**src/hw/rtl/ille_pkg.sv**
```systemverilog
// ----------------------------------------------------------------------------
// ille_pkg
// Shared types and codes of the indexed linked list engine: operation and
// status codes, sequencer states and the control groups of the link walker.
// ----------------------------------------------------------------------------
package ille_pkg;

  // Operation codes carried by each input item
  typedef enum logic [2:0] {
    OP_PUSH_FRONT = 3'd0,
    OP_PUSH_BACK  = 3'd1,
    OP_POP_FRONT  = 3'd2,
    OP_POP_BACK   = 3'd3,
    OP_INSERT     = 3'd4,
    OP_REMOVE_AT  = 3'd5,
    OP_READ       = 3'd6,
    OP_CLEAR      = 3'd7
  } ille_op_e;

  // Result status codes
  typedef enum logic [1:0] {
    STAT_OK    = 2'd0,
    STAT_FULL  = 2'd1,
    STAT_EMPTY = 2'd2,
    STAT_RANGE = 2'd3
  } ille_status_e;

  // Kind of list work in flight
  typedef enum logic [1:0] {
    KIND_INS,
    KIND_RM,
    KIND_RD
  } ille_kind_e;

  // Sequencer states
  typedef enum logic [3:0] {
    S_IDLE,
    S_ALLOC,
    S_WALK,
    S_INS_LINK,
    S_INS_FIX,
    S_RM_HEAD,
    S_RM_LINK,
    S_RM_SKIP,
    S_RM_FREE,
    S_RD_OUT
  } ille_state_e;

  // Requests from the sequencer to the link walker
  typedef struct packed {
    logic walk_start;
    logic rd_en;
    logic wr_en;
  } ille_walk_ctl_t;

  // Status from the link walker
  typedef struct packed {
    logic busy;
    logic done;
  } ille_walk_sts_t;

endpackage

```
**src/hw/rtl/ille_walk.sv**
```systemverilog
// ----------------------------------------------------------------------------
// ille_walk
// Link store with a pointer walker. Holds the next-slot link of every node
// in a synchronous memory and follows links from a start slot, one link per
// cycle, by feeding the registered read data back as the next address.
// ----------------------------------------------------------------------------
module ille_walk #(
  parameter int unsigned Depth = 64,
  parameter int unsigned SlotW = 6,
  parameter int unsigned StepW = 7
) (
  input  logic                    clk_i,
  input  logic                    rst_ni,
  input  ille_pkg::ille_walk_ctl_t ctl_i,
  input  logic [SlotW-1:0]        from_i,
  input  logic [StepW-1:0]        steps_i,
  input  logic [SlotW-1:0]        rd_addr_i,
  input  logic [SlotW-1:0]        wr_addr_i,
  input  logic [SlotW-1:0]        wr_data_i,
  output ille_pkg::ille_walk_sts_t sts_o,
  output logic [SlotW-1:0]        slot_o,
  output logic [SlotW-1:0]        rd_data_o
);
  import ille_pkg::*;

  logic [SlotW-1:0] link_mem [Depth];
  logic [SlotW-1:0] rd_data_q;
  logic [SlotW-1:0] cur_q, cur_d, cur;
  logic [StepW-1:0] remain_q, remain_d;
  logic             active_q, active_d;
  logic             pend_q, pend_d;
  logic             rd_en;
  logic [SlotW-1:0] rd_addr;
  logic             done;

  // Current slot: forward the link just read while a step is pending
  assign cur = pend_q ? rd_data_q : cur_q;

  // Walk control and read port arbitration
  always_comb begin
    active_d = active_q;
    remain_d = remain_q;
    pend_d   = 1'b0;
    cur_d    = cur_q;
    rd_en    = ctl_i.rd_en;
    rd_addr  = rd_addr_i;
    done     = 1'b0;
    if (active_q) begin
      rd_en   = 1'b1;
      rd_addr = cur;
      cur_d   = cur;
      if (remain_q == '0) begin
        // Arrived: also fetch the link of the slot reached
        done     = 1'b1;
        active_d = 1'b0;
      end else begin
        remain_d = remain_q - 1'b1;
        pend_d   = 1'b1;
      end
    end
    if (ctl_i.walk_start) begin
      active_d = 1'b1;
      cur_d    = from_i;
      remain_d = steps_i;
      pend_d   = 1'b0;
    end
  end

  // Hold walker control
  always_ff @(posedge clk_i or negedge rst_ni) begin
    if (!rst_ni) begin
      active_q <= 1'b0;
      pend_q   <= 1'b0;
    end else begin
      active_q <= active_d;
      pend_q   <= pend_d;
    end
  end

  // Walker payload
  always_ff @(posedge clk_i) begin
    cur_q    <= cur_d;
    remain_q <= remain_d;
  end

  // Link memory, one write and one registered read per cycle
  always_ff @(posedge clk_i) begin
    if (ctl_i.wr_en) begin
      link_mem[wr_addr_i] <= wr_data_i;
    end
    if (rd_en) begin
      rd_data_q <= link_mem[rd_addr];
    end
  end

  assign sts_o.busy = active_q;
  assign sts_o.done = done;
  assign slot_o     = cur;
  assign rd_data_o  = rd_data_q;

endmodule

```
**src/hw/rtl/indexed_linked_list_engine.sv**
```systemverilog
// ----------------------------------------------------------------------------
// indexed_linked_list_engine
// Ordered list of signed values kept as linked nodes in two memories, with
// head pointer, element count and a free-slot allocator.
// ----------------------------------------------------------------------------
// An item is taken when start is high and busy is low; its one result shows
// on the result ports for a single cycle with done_o high, in the cycle after
// the item's last cycle, and the receiver cannot hold it off. Failed
// operations, clear, and a push front or insert at position 0 into a
// never-used slot finish in the cycle they are taken (busy stays low). Push
// front into a freed slot passes S_ALLOC; pop front and remove at position 0
// pass S_RM_HEAD. A positional operation follows links from the head one
// node per cycle through the single read port of the link memory: a read
// at position p walks p links, then S_RD_OUT; insert at p>0 (S_ALLOC first
// when a freed slot is reused) walks to its predecessor, then S_INS_LINK and
// S_INS_FIX; remove at p>0 walks to its predecessor, then S_RM_LINK,
// S_RM_SKIP and S_RM_FREE; pop back is a remove at the last position. The
// result strobe comes in the first cycle with busy low again, where the next
// item may already be taken. No clearing pass is needed after reset.
// ----------------------------------------------------------------------------
module indexed_linked_list_engine #(
  parameter int unsigned CAPACITY   = 64,
  parameter int unsigned VALUE_BITS = 32
) (
  input  logic               clk_i,
  input  logic               rst_ni,
  input  logic               start,
  output logic               busy,
  input  logic [2:0]         operation_i,
  input  logic signed [31:0] value_i,
  input  logic [6:0]         position_i,
  output logic               done_o,
  output logic signed [31:0] read_value_o,
  output logic [6:0]         count_o,
  output logic [1:0]         status_o
);
  import ille_pkg::*;

  localparam int unsigned SW   = $clog2(CAPACITY);
  localparam int unsigned CW   = $clog2(CAPACITY + 1);
  localparam int unsigned CMPW = (CW > 7) ? CW : 7;
  localparam logic [CW-1:0] CapCnt = CW'(CAPACITY);

  // List state
  ille_state_e            state_q, state_d;
  logic [SW-1:0]          head_q, head_d;
  logic [CW-1:0]          count_q, count_d;
  logic [SW-1:0]          free_q, free_d;
  logic [CW-1:0]          fresh_q, fresh_d;

  // Item in flight
  ille_kind_e             kind_q, kind_d;
  logic [CW-1:0]          pos_q, pos_d;
  logic [VALUE_BITS-1:0]  val_q, val_d;
  logic [SW-1:0]          slot_q, slot_d;
  logic [SW-1:0]          prev_q, prev_d;
  logic [SW-1:0]          gone_q, gone_d;

  // Result
  logic                   res_valid_q, res_valid_d;
  logic [31:0]            res_value_q, res_value_d;
  logic [6:0]             res_count_q, res_count_d;
  ille_status_e           res_status_q, res_status_d;

  // Link walker interface
  ille_walk_ctl_t         wctl;
  ille_walk_sts_t         wsts;
  logic [SW-1:0]          w_from, w_rd_addr, w_wr_addr, w_wr_data, w_slot, link_rd;
  logic [CW-1:0]          w_steps;

  // Value memory
  logic [VALUE_BITS-1:0]  val_mem [CAPACITY];
  logic [VALUE_BITS-1:0]  val_rd_q;
  logic                   vm_we, vm_re;
  logic [SW-1:0]          vm_waddr, vm_raddr;
  logic [VALUE_BITS-1:0]  vm_wdata;

  // Decode helpers
  ille_op_e               op;
  logic [63:0]            value_ext;
  logic [VALUE_BITS-1:0]  value_st;
  logic [CMPW-1:0]        pos_ext, cnt_ext, cnt_out_ext;
  logic [63:0]            rd_ext;
  logic                   full, empty, reuse;
  logic                   fin;
  ille_status_e           fin_status;
  logic [31:0]            fin_value;
  logic                   do_place;
  logic [SW-1:0]          pl_slot;
  logic [CW-1:0]          pl_tgt;

  assign op        = ille_op_e'(operation_i);
  assign value_ext = {{32{value_i[31]}}, value_i};
  assign value_st  = value_ext[VALUE_BITS-1:0];
  assign pos_ext   = CMPW'(position_i);
  assign cnt_ext   = CMPW'(count_q);
  assign full      = (count_q == CapCnt);
  assign empty     = (count_q == '0);
  assign reuse     = (fresh_q > count_q);
  assign rd_ext    = 64'(val_rd_q);

  // Sequencer: next state, list updates and memory requests
  always_comb begin
    state_d    = state_q;
    head_d     = head_q;
    count_d    = count_q;
    free_d     = free_q;
    fresh_d    = fresh_q;
    kind_d     = kind_q;
    pos_d      = pos_q;
    val_d      = val_q;
    slot_d     = slot_q;
    prev_d     = prev_q;
    gone_d     = gone_q;
    wctl       = '0;
    w_from     = head_q;
    w_steps    = '0;
    w_rd_addr  = '0;
    w_wr_addr  = '0;
    w_wr_data  = '0;
    vm_we      = 1'b0;
    vm_re      = 1'b0;
    vm_waddr   = '0;
    vm_raddr   = w_slot;
    vm_wdata   = val_q;
    fin        = 1'b0;
    fin_status = STAT_OK;
    fin_value  = '0;
    do_place   = 1'b0;
    pl_slot    = slot_q;
    pl_tgt     = pos_q;

    case (state_q)
      S_IDLE: begin
        if (start) begin
          val_d = value_st;
          case (op)
            OP_PUSH_FRONT, OP_PUSH_BACK, OP_INSERT: begin
              kind_d = KIND_INS;
              if (op == OP_PUSH_FRONT) begin
                pos_d = '0;
              end else if (op == OP_PUSH_BACK) begin
                pos_d = count_q;
              end else begin
                pos_d = pos_ext[CW-1:0];
              end
              if (full) begin
                fin        = 1'b1;
                fin_status = STAT_FULL;
              end else if (op == OP_INSERT && pos_ext > cnt_ext) begin
                fin        = 1'b1;
                fin_status = STAT_RANGE;
              end else if (reuse) begin
                // Take the head of the free chain; its link is the new chain head
                wctl.rd_en = 1'b1;
                w_rd_addr  = free_q;
                slot_d     = free_q;
                state_d    = S_ALLOC;
              end else begin
                // Take a never-used slot
                fresh_d  = fresh_q + 1'b1;
                vm_we    = 1'b1;
                vm_waddr = fresh_q[SW-1:0];
                vm_wdata = value_st;
                slot_d   = fresh_q[SW-1:0];
                do_place = 1'b1;
                pl_slot  = fresh_q[SW-1:0];
                pl_tgt   = pos_d;
              end
            end
            OP_POP_FRONT, OP_POP_BACK, OP_REMOVE_AT: begin
              kind_d = KIND_RM;
              if (op == OP_POP_FRONT) begin
                pos_d = '0;
              end else if (op == OP_POP_BACK) begin
                pos_d = count_q - 1'b1;
              end else begin
                pos_d = pos_ext[CW-1:0];
              end
              if (op != OP_REMOVE_AT && empty) begin
                fin        = 1'b1;
                fin_status = STAT_EMPTY;
              end else if (op == OP_REMOVE_AT && pos_ext >= cnt_ext) begin
                fin        = 1'b1;
                fin_status = STAT_RANGE;
              end else if (pos_d == '0) begin
                // Unlink the head: fetch its successor
                wctl.rd_en = 1'b1;
                w_rd_addr  = head_q;
                gone_d     = head_q;
                state_d    = S_RM_HEAD;
              end else begin
                wctl.walk_start = 1'b1;
                w_steps         = pos_d - 1'b1;
                state_d         = S_WALK;
              end
            end
            OP_READ: begin
              kind_d = KIND_RD;
              pos_d  = pos_ext[CW-1:0];
              if (pos_ext >= cnt_ext) begin
                fin        = 1'b1;
                fin_status = STAT_RANGE;
              end else begin
                wctl.walk_start = 1'b1;
                w_steps         = pos_d;
                state_d         = S_WALK;
              end
            end
            default: begin
              // Clear list, free chain and allocator at once
              head_d  = '0;
              count_d = '0;
              free_d  = '0;
              fresh_d = '0;
              fin     = 1'b1;
            end
          endcase
        end
      end

      S_ALLOC: begin
        free_d   = link_rd;
        vm_we    = 1'b1;
        vm_waddr = slot_q;
        do_place = 1'b1;
      end

      S_WALK: begin
        if (wsts.done) begin
          prev_d = w_slot;
          case (kind_q)
            KIND_INS: state_d = S_INS_LINK;
            KIND_RM:  state_d = S_RM_LINK;
            default: begin
              vm_re   = 1'b1;
              state_d = S_RD_OUT;
            end
          endcase
        end
      end

      S_INS_LINK: begin
        // New node takes over the successor of its predecessor
        wctl.wr_en = 1'b1;
        w_wr_addr  = slot_q;
        w_wr_data  = link_rd;
        state_d    = S_INS_FIX;
      end

      S_INS_FIX: begin
        wctl.wr_en = 1'b1;
        w_wr_addr  = prev_q;
        w_wr_data  = slot_q;
        count_d    = count_q + 1'b1;
        fin        = 1'b1;
      end

      S_RM_HEAD: begin
        head_d     = link_rd;
        wctl.wr_en = 1'b1;
        w_wr_addr  = gone_q;
        w_wr_data  = free_q;
        free_d     = gone_q;
        count_d    = count_q - 1'b1;
        fin        = 1'b1;
      end

      S_RM_LINK: begin
        // Latch the node to drop and fetch its successor
        gone_d     = link_rd;
        wctl.rd_en = 1'b1;
        w_rd_addr  = link_rd;
        state_d    = S_RM_SKIP;
      end

      S_RM_SKIP: begin
        wctl.wr_en = 1'b1;
        w_wr_addr  = prev_q;
        w_wr_data  = link_rd;
        state_d    = S_RM_FREE;
      end

      S_RM_FREE: begin
        // Return the dropped slot to the free chain
        wctl.wr_en = 1'b1;
        w_wr_addr  = gone_q;
        w_wr_data  = free_q;
        free_d     = gone_q;
        count_d    = count_q - 1'b1;
        fin        = 1'b1;
      end

      S_RD_OUT: begin
        fin_value = rd_ext[31:0];
        fin       = 1'b1;
      end

      default: begin
        state_d = S_IDLE;
      end
    endcase

    // Place a freshly allocated node at its target position
    if (do_place) begin
      if (pl_tgt == '0) begin
        wctl.wr_en = 1'b1;
        w_wr_addr  = pl_slot;
        w_wr_data  = head_q;
        head_d     = pl_slot;
        count_d    = count_q + 1'b1;
        fin        = 1'b1;
      end else begin
        wctl.walk_start = 1'b1;
        w_steps         = pl_tgt - 1'b1;
        state_d         = S_WALK;
      end
    end

    if (fin) begin
      state_d = S_IDLE;
    end
  end

  // Result fields
  assign cnt_out_ext  = CMPW'(count_d);
  assign res_valid_d  = fin;
  assign res_value_d  = fin ? fin_value : res_value_q;
  assign res_count_d  = fin ? cnt_out_ext[6:0] : res_count_q;
  assign res_status_d = fin ? fin_status : res_status_q;

  // Control registers
  always_ff @(posedge clk_i or negedge rst_ni) begin
    if (!rst_ni) begin
      state_q     <= S_IDLE;
      head_q      <= '0;
      count_q     <= '0;
      free_q      <= '0;
      fresh_q     <= '0;
      res_valid_q <= 1'b0;
    end else begin
      state_q     <= state_d;
      head_q      <= head_d;
      count_q     <= count_d;
      free_q      <= free_d;
      fresh_q     <= fresh_d;
      res_valid_q <= res_valid_d;
    end
  end

  // Payload registers
  always_ff @(posedge clk_i) begin
    kind_q       <= kind_d;
    pos_q        <= pos_d;
    val_q        <= val_d;
    slot_q       <= slot_d;
    prev_q       <= prev_d;
    gone_q       <= gone_d;
    res_value_q  <= res_value_d;
    res_count_q  <= res_count_d;
    res_status_q <= res_status_d;
  end

  // Value memory, one write and one registered read per cycle
  always_ff @(posedge clk_i) begin
    if (vm_we) begin
      val_mem[vm_waddr] <= vm_wdata;
    end
    if (vm_re) begin
      val_rd_q <= val_mem[vm_raddr];
    end
  end

  // Link store and walker
  ille_walk #(
    .Depth (CAPACITY),
    .SlotW (SW),
    .StepW (CW)
  ) u_walk (
    .clk_i     (clk_i),
    .rst_ni    (rst_ni),
    .ctl_i     (wctl),
    .from_i    (w_from),
    .steps_i   (w_steps),
    .rd_addr_i (w_rd_addr),
    .wr_addr_i (w_wr_addr),
    .wr_data_i (w_wr_data),
    .sts_o     (wsts),
    .slot_o    (w_slot),
    .rd_data_o (link_rd)
  );

  assign busy         = (state_q != S_IDLE);
  assign done_o       = res_valid_q;
  assign read_value_o = res_value_q;
  assign count_o      = res_count_q;
  assign status_o     = res_status_q;

endmodule

```
**config.mk**
```make
export PLATFORM = sky130hd
export DESIGN_NAME = indexed_linked_list_engine
export DESIGN_NICKNAME = d
export VERILOG_FILES = /design/src/hw/rtl/ille_pkg.sv /design/src/hw/rtl/ille_walk.sv /design/src/hw/rtl/indexed_linked_list_engine.sv
export SDC_FILE = /design/constraint.sdc
export NUM_CORES = 2
export LEC_CHECK = 0
export BUFFER_PORTS_ARGS = -buffer_cell sky130_fd_sc_hd__buf_2
export CORE_ASPECT_RATIO = 0.5
export CORE_MARGIN = 3
export CORE_UTILIZATION = 55
export DETAILED_ROUTE_END_ITERATION = 10
export PLACE_DENSITY = 0.67
export SLEW_MARGIN = 20
export SYNTH_ARGS = -nofsm -noshare
export SYNTH_HDL_FRONTEND = slang
export SYNTH_SLANG_ARGS = --single-unit
export TNS_END_PERCENT = 20
```
**constraint.sdc**
```tcl
create_clock -name clk_i -period 6.3 [get_ports clk_i]
set_clock_uncertainty 0.05 [all_clocks]
set_input_delay 1.26 -clock clk_i [delete_from_list [all_inputs] [get_ports clk_i]]
set_output_delay 1.26 -clock clk_i [all_outputs]
set_load 0.02 [all_outputs]
```
; Word level (Yosys, flattened, before mapping)
; Memories as Yosys holds them, arrays and structs flattened. A register that Yosys moved wholly into a read port is not among the register bits.
; Cells that the tools add are included.
[totals]
elab_cells = 252
ramBits = 2432
in_bits = 45
out_inout_bits = 43
register_bits = 146
memories = 2
[memory_table]
columns = memory, depth, word_bits, read_ports, rd_clocked_by_memory_dff, wr, line_no
row1 = val_mem, 64, 32, 1, 1, 1, indexed_linked_list_engine.sv:72  ; logic [VALUE_BITS-1:0] val_mem [CAPACITY];
row2 = u_walk.link_mem, 64, 6, 1, 1, 1, ille_walk.sv:26  ; logic [SlotW-1:0] link_mem [Depth];
[op_classes]
bitwise = 3
n_lt_le_gt_ge = 3
addsub = 6
n_mux = 157
n_reduce_logical = 34
n_eq_ne = 28
[ops]
columns = op, n
row1 = two-way mux 6 bit, 38
row2 = two-way mux 7 bit, 31
row3 = two-way mux 32 bit, 6
row4 = one-hot mux 6 bit (2 select lines), 5
row5 = one-hot mux 6 bit (3 select lines), 3
row6 = two-way mux 4 bit, 11
row7 = one-hot mux 7 bit (3 select lines), 2
row8 = two-way mux 1 bit, 39
row9 = zero test 7 bit, 4
row10 = one-hot mux 7 bit (2 select lines), 2
row11 = subtractor 7 x 1 -> 7 bit (second input constant), 4
row12 = one-hot mux 4 bit (6 select lines), 1
row13 = == test 4 x 3 -> 1 bit (second input constant), 4
row14 = two-way mux 2 bit, 8
row15 = inequality test 2 bit (second input constant), 8
row16 = adder 7 x 1 -> 7 bit (second input constant), 2
row17 = greater-than comparator 7 bit, 2
row18 = one-hot mux 2 bit (3 select lines), 2
row19 = one-hot mux 4 bit (3 select lines), 1
row20 = AND reduction 6 bit, 2
row21 = one-hot mux 1 bit (2 select lines), 5
row22 = OR reduction 5 bit, 2
row23 = == test 3 bit (second input constant), 3
row24 = == test 4 x 2 -> 1 bit (second input constant), 2
row25 = 27 further kinds, 44

; Logic depth before layout (Yosys ltp)
[depth]
ltp_word = 17
depth_mapped = 20
ltp_nobuf = 16

; By module
; From an unflattened synthesis, not the netlist that was laid out.
[unflattened]
cells_unflattened = 4942
hier_area_um2 = 102829.9
[by_module_without_submodules]
columns = mod, area_each_um2, cells_each, n_inst
row1 = indexed_linked_list_engine, 86460.4, 3872, 1
row2 = ille_walk, 16369.4, 1070, 1

; Least setup slack after synthesis
; Ideal clock, no wire load.
[synth_path]
path_kind = input to register
from = input port position_i[6]
to = memory val_mem[39][0] (enable)
required_time_ns = 5.829
arrival_time_ns = 5.137
setup_slack_ns = 0.692
cell_stages = 12
cell_sequence = ha_1 and4_1 a21boi_1 o2111a_1 buf_2 nor3_1 clkbuf_1 buf_1 a22oi_1 nor3_1 nand2_1 nor2_1
[synth_between]
elab_chain_cells = 9
elab_cells_between_ends = 14
cone_classes = order compare (1) / mux (12) / reduce/logical (1)
[synth_lines]
columns = item, line_no
row1 = "start, declared", indexed_linked_list_engine.sv:31  ; input logic [6:0] position_i,
row2 = greater-than comparator 7 bit *, indexed_linked_list_engine.sv:150  ; end else if (op == OP_INSERT && pos_ext > cnt_ext) begin
row3 = logical AND 1 bit *, indexed_linked_list_engine.sv:150
row4 = two-way mux 1 bit, indexed_linked_list_engine.sv:150
row5 = two-way mux 1 bit, indexed_linked_list_engine.sv:147  ; if (full) begin
row6 = two-way mux 1 bit, indexed_linked_list_engine.sv:137  ; case (op)
row7 = two-way mux 1 bit, indexed_linked_list_engine.sv:135  ; if (start) begin
row8 = one-hot mux 1 bit (2 select lines), indexed_linked_list_engine.sv:133  ; case (state_q)
row9 = two-way mux 1 bit, indexed_linked_list_engine.sv:366  ; if (vm_we) begin
row10 = two-way mux 1 bit (not written as such), indexed_linked_list_engine.sv:367  ; val_mem[vm_waddr] <= vm_wdata;
row11 = "end, declared", indexed_linked_list_engine.sv:72
; Mark *: on every way between the ends. The rest lies on a longest branch, timed or not.

; Worst setup path after layout
[layout_path]
from = register count_q[4] (netlist: cnt_ext[4])
to = memory u_walk.link_mem[61][4] (enable)
[layout_between]
elab_chain_cells = 13
elab_cells_between_ends = 31
cone_classes = order compare (2) / eq/ne (1) / mux (26) / reduce/logical (2)
[layout_lines]
columns = item, line_no
row1 = "start, declared", indexed_linked_list_engine.sv:47  ; logic [CW-1:0] count_q, count_d;
row2 = "start signal, assigned", indexed_linked_list_engine.sv:344  ; count_q <= count_d;
row3 = "parallel branches: the longest is 13 deep, another holds greater-than comparator 7 bit", n/a
row4 = "end, declared", ille_walk.sv:26
; Parallel ways; which one is timed is not known.

==> run metrics <==
status finished, final reports clean; TritonCTS Sinks 2616; unrepaired setup endpoints after global routing false; max cap viols 0; PwrDens 507 nW/um^2; gr usage total 0.289; initial DRC count 9670; Clk pin slew, worst setup/hold paths 60 ps; Post-synth EDFFs 2583; final cell count without fillers 11100; Worst Tran Pin Value 1140 ps; register area share after synthesis 0.736; critical path peak fanout 15; final setup violation count 0; Synth Instances 8306; reg2reg path depth 14; CP Capture Type flip-flop; final setup TNS 0 ps; maximum clock path buffer count 4; CTS tree built; synth top area cells edfxtp_1 (73%), nand2_1 (8.5%), nand3_1 (5.1%); drt total wl 293000 um; NumNets Final 8442; WP data required 6750 ps; DRC viols 0; Mean Syn Cell Area 12.8 sq um; CP startpoint kind flip-flop; utilization after layout 0.623; fin. max-slew vios 0; design area 119000 sq um; Tmin final 5540 ps; most common library cells after synthesis edfxtp_1 (2583), nand2_1 (2418), nand3_1 (1094); ANT nets after route 0; Final Hold Viols 0; area grow syn2layout 11.8%; CTS resizes 0; CTS Hold Bufs 0; clock latency on the worst-skew pair 900 ps; first-pass GRT wire length 431000 um; post-DR wirelength/cell 26.3 um; H-Tree Depth 4; relative slew slack 0.221; hold crit path type in2async; setup bufs post-CTS 0; Worst Setup Path Type reg2reg; FFs w/ async S/R, synth 0.0126; Tcrit/Tclk final 0.880; layout cells sized above 1 0.102; f_max 180 MHz; die height 317 um; via count 70000; CTS Root Cell clkbuf_16; port bufs 87; routability congestion estimate from global placement 0.910; Peak VDD IR 451 uV; Syn Nets 8374; top-area cell type share of the netlist area 0.728; TritonRoute pass-1 iters 6; cell taking the most area after synthesis edfxtp_1; Placed Area 112000 sq um; CTS buffer count 226; Lkg Pwr 40.7 nW; Data arrival, critical path 5990 ps; most common cell in the netlist edfxtp_1; largest net degree at the start of global routing 148; initial antenna violation count 10; IO Pins 88; DIE AREA 199000 sq um; Core Area 191000 sq um; Placed Cells 10700; Synth Register Bits 2616; GRT Residual Overflow 0; Unique masters post-synth 93; vias in the first global route 65500; Warnings, synthesis 0; Mapped Area 107000 sq um; # rows 113; DP HPWL 169000 um; Die W 629 um; Primary FF master, synth edfxtp_1; via/cell ratio 6.29; initial core utilization 0.558
metal layers:
| metal | global-route usage | part of all wire | wire length (um) | vias to the layer above |
|---|---|---|---|---|
| met4 | 0.0806 | 0.027 | 7950 | 4 |
| met1 | 0.414 | 0.40 | 118000 | 34900 |
| met3 | 0.0564 | 0.11 | 31400 | 507 |
| li1 | - | - | - | 30900 |
| met2 | 0.455 | 0.46 | 136000 | 3781 |
| met5 | 0 | 0.000078 | 23 | - |
final timing paths:
check	to	slack, ps	from
max	u_walk.link_mem[61][4]$_DFFE_PP_	760	cnt_ext[4]$_DFF_PN0_
min	done_o$_DFF_PN0_	470	rst_ni
max reg2reg	u_walk.link_mem[61][4]$_DFFE_PP_	760	cnt_ext[4]$_DFF_PN0_
min reg2reg	read_value_o[7]$_SDFFCE_PN0N_	470	val_rd_q[7]$_DFFE_PP_
max in group asynchronous	free_q[3]$_DFFE_PN0P_	5170	rst_ni
min in group clk_i	read_value_o[7]$_SDFFCE_PN0N_	470	val_rd_q[7]$_DFFE_PP_
flip-flops by register name, indices dropped and copies added (netlist names):
| signal | count |
|---|---|
| count_o | 7 |
| status_o | 2 |
| free_q | 6 |
| gone_q | 6 |
| kind_q | 2 |
| head_q | 6 |
| u_walk.cur_q | 6 |
| read_value_o | 32 |
| pos_q | 7 |
| state_q | 4 |
| u_walk.pend_q | 1 |
| val_rd_q | 32 |
| prev_q | 6 |
| cnt_ext | 7 |
| fresh_q | 7 |
| slot_q | 6 |
| val_q | 32 |
| u_walk.remain_q | 7 |
| done_o | 1 |
| u_walk.active_q | 1 |
| u_walk.rd_data_o | 6 |
| u_walk.link_mem | 384 |
| val_mem | 2048 |
kinds of logic after synthesis:
| family | count (synthesis) | synth area share |
|---|---|---|
| flops | 2616 | 0.736 |
| mux | 135 | 0.0130 |
| simple gates | 4084 | 0.165 |
| xor+xnor | 36 | 0.00296 |
| compound gates | 826 | 0.0591 |
| fa+ha+maj | 23 | 0.00270 |
| buf+inv | 586 | 0.0215 |
critical path, cell delays in order, from the launching register on:
cell	delay (ps)
dfrtp_1	460
clkinv_1	320
ha_1	400
nand4_1	120
or2_1	260
o21a_1	350
nor3_2	420
o211ai_1	140
o21ai_0	200
ha_1	230
o21ai_1	140
or3_1	610
a21oi_2	350
nand2_1	510
nor2_1	620
area by class of cell:
class / instances / area (sq um)
flip-flops and latches: 2616 / 78400
fillers: 14300 / 72000
multi-input cells: 5104 / 26600
clock buffers: 273 / 5920
repair buffers: 394 / 3770
well taps: 2587 / 3240
clock inverters: 132 / 1070
inverters: 32 / 141
diodes: 3 / 7.51
power breakdown:
part	total [mW]	switching [mW]	leakage (nW)	internal [mW]
logic	25.0	18.1	13.4	6.95
clock network	13.6	6.24	3.40	7.39
registers	21.8	0.416	23.8	21.4
layout by cell type (no fill, tap or decap), types with 13 or more instances in the layout:
cell,n
edfxtp_1,2583
nand2_1,2384
nand3_1,1094
a311oi_1,355
clkbuf_16,229
buf_4,225
nor2_1,156
and3_1,146
a21oi_1,122
mux2i_1,106
buf_2,87
buf_12,82
clkinv_1,71
o21ai_0,68
nor2_4,66
a31oi_1,62
nor3_1,51
and2_1,44
clkbuf_1,42
nand2_2,36
dfrtp_1,33
clkinv_2,32
a211oi_1,31
inv_1,25
ha_1,23
xnor2_1,22
mux2_2,21
o211ai_1,19
a22oi_1,18
bufinv_16,18
nand4_1,15
nand2b_1,14
o22ai_1,14
xor2_1,14
nor2b_1,13
metrics by stage:
step,power (mW),setup WS [ps],hold slack (ps)
final,60.4,756,468
after global routing,62.9,453,483
after CTS,60.1,837,445
after detailed placement,46.7,432,453
after global placement,46.4,484,449
after floorplan,37.0,692,432
(Power assumes the default switching activity.)
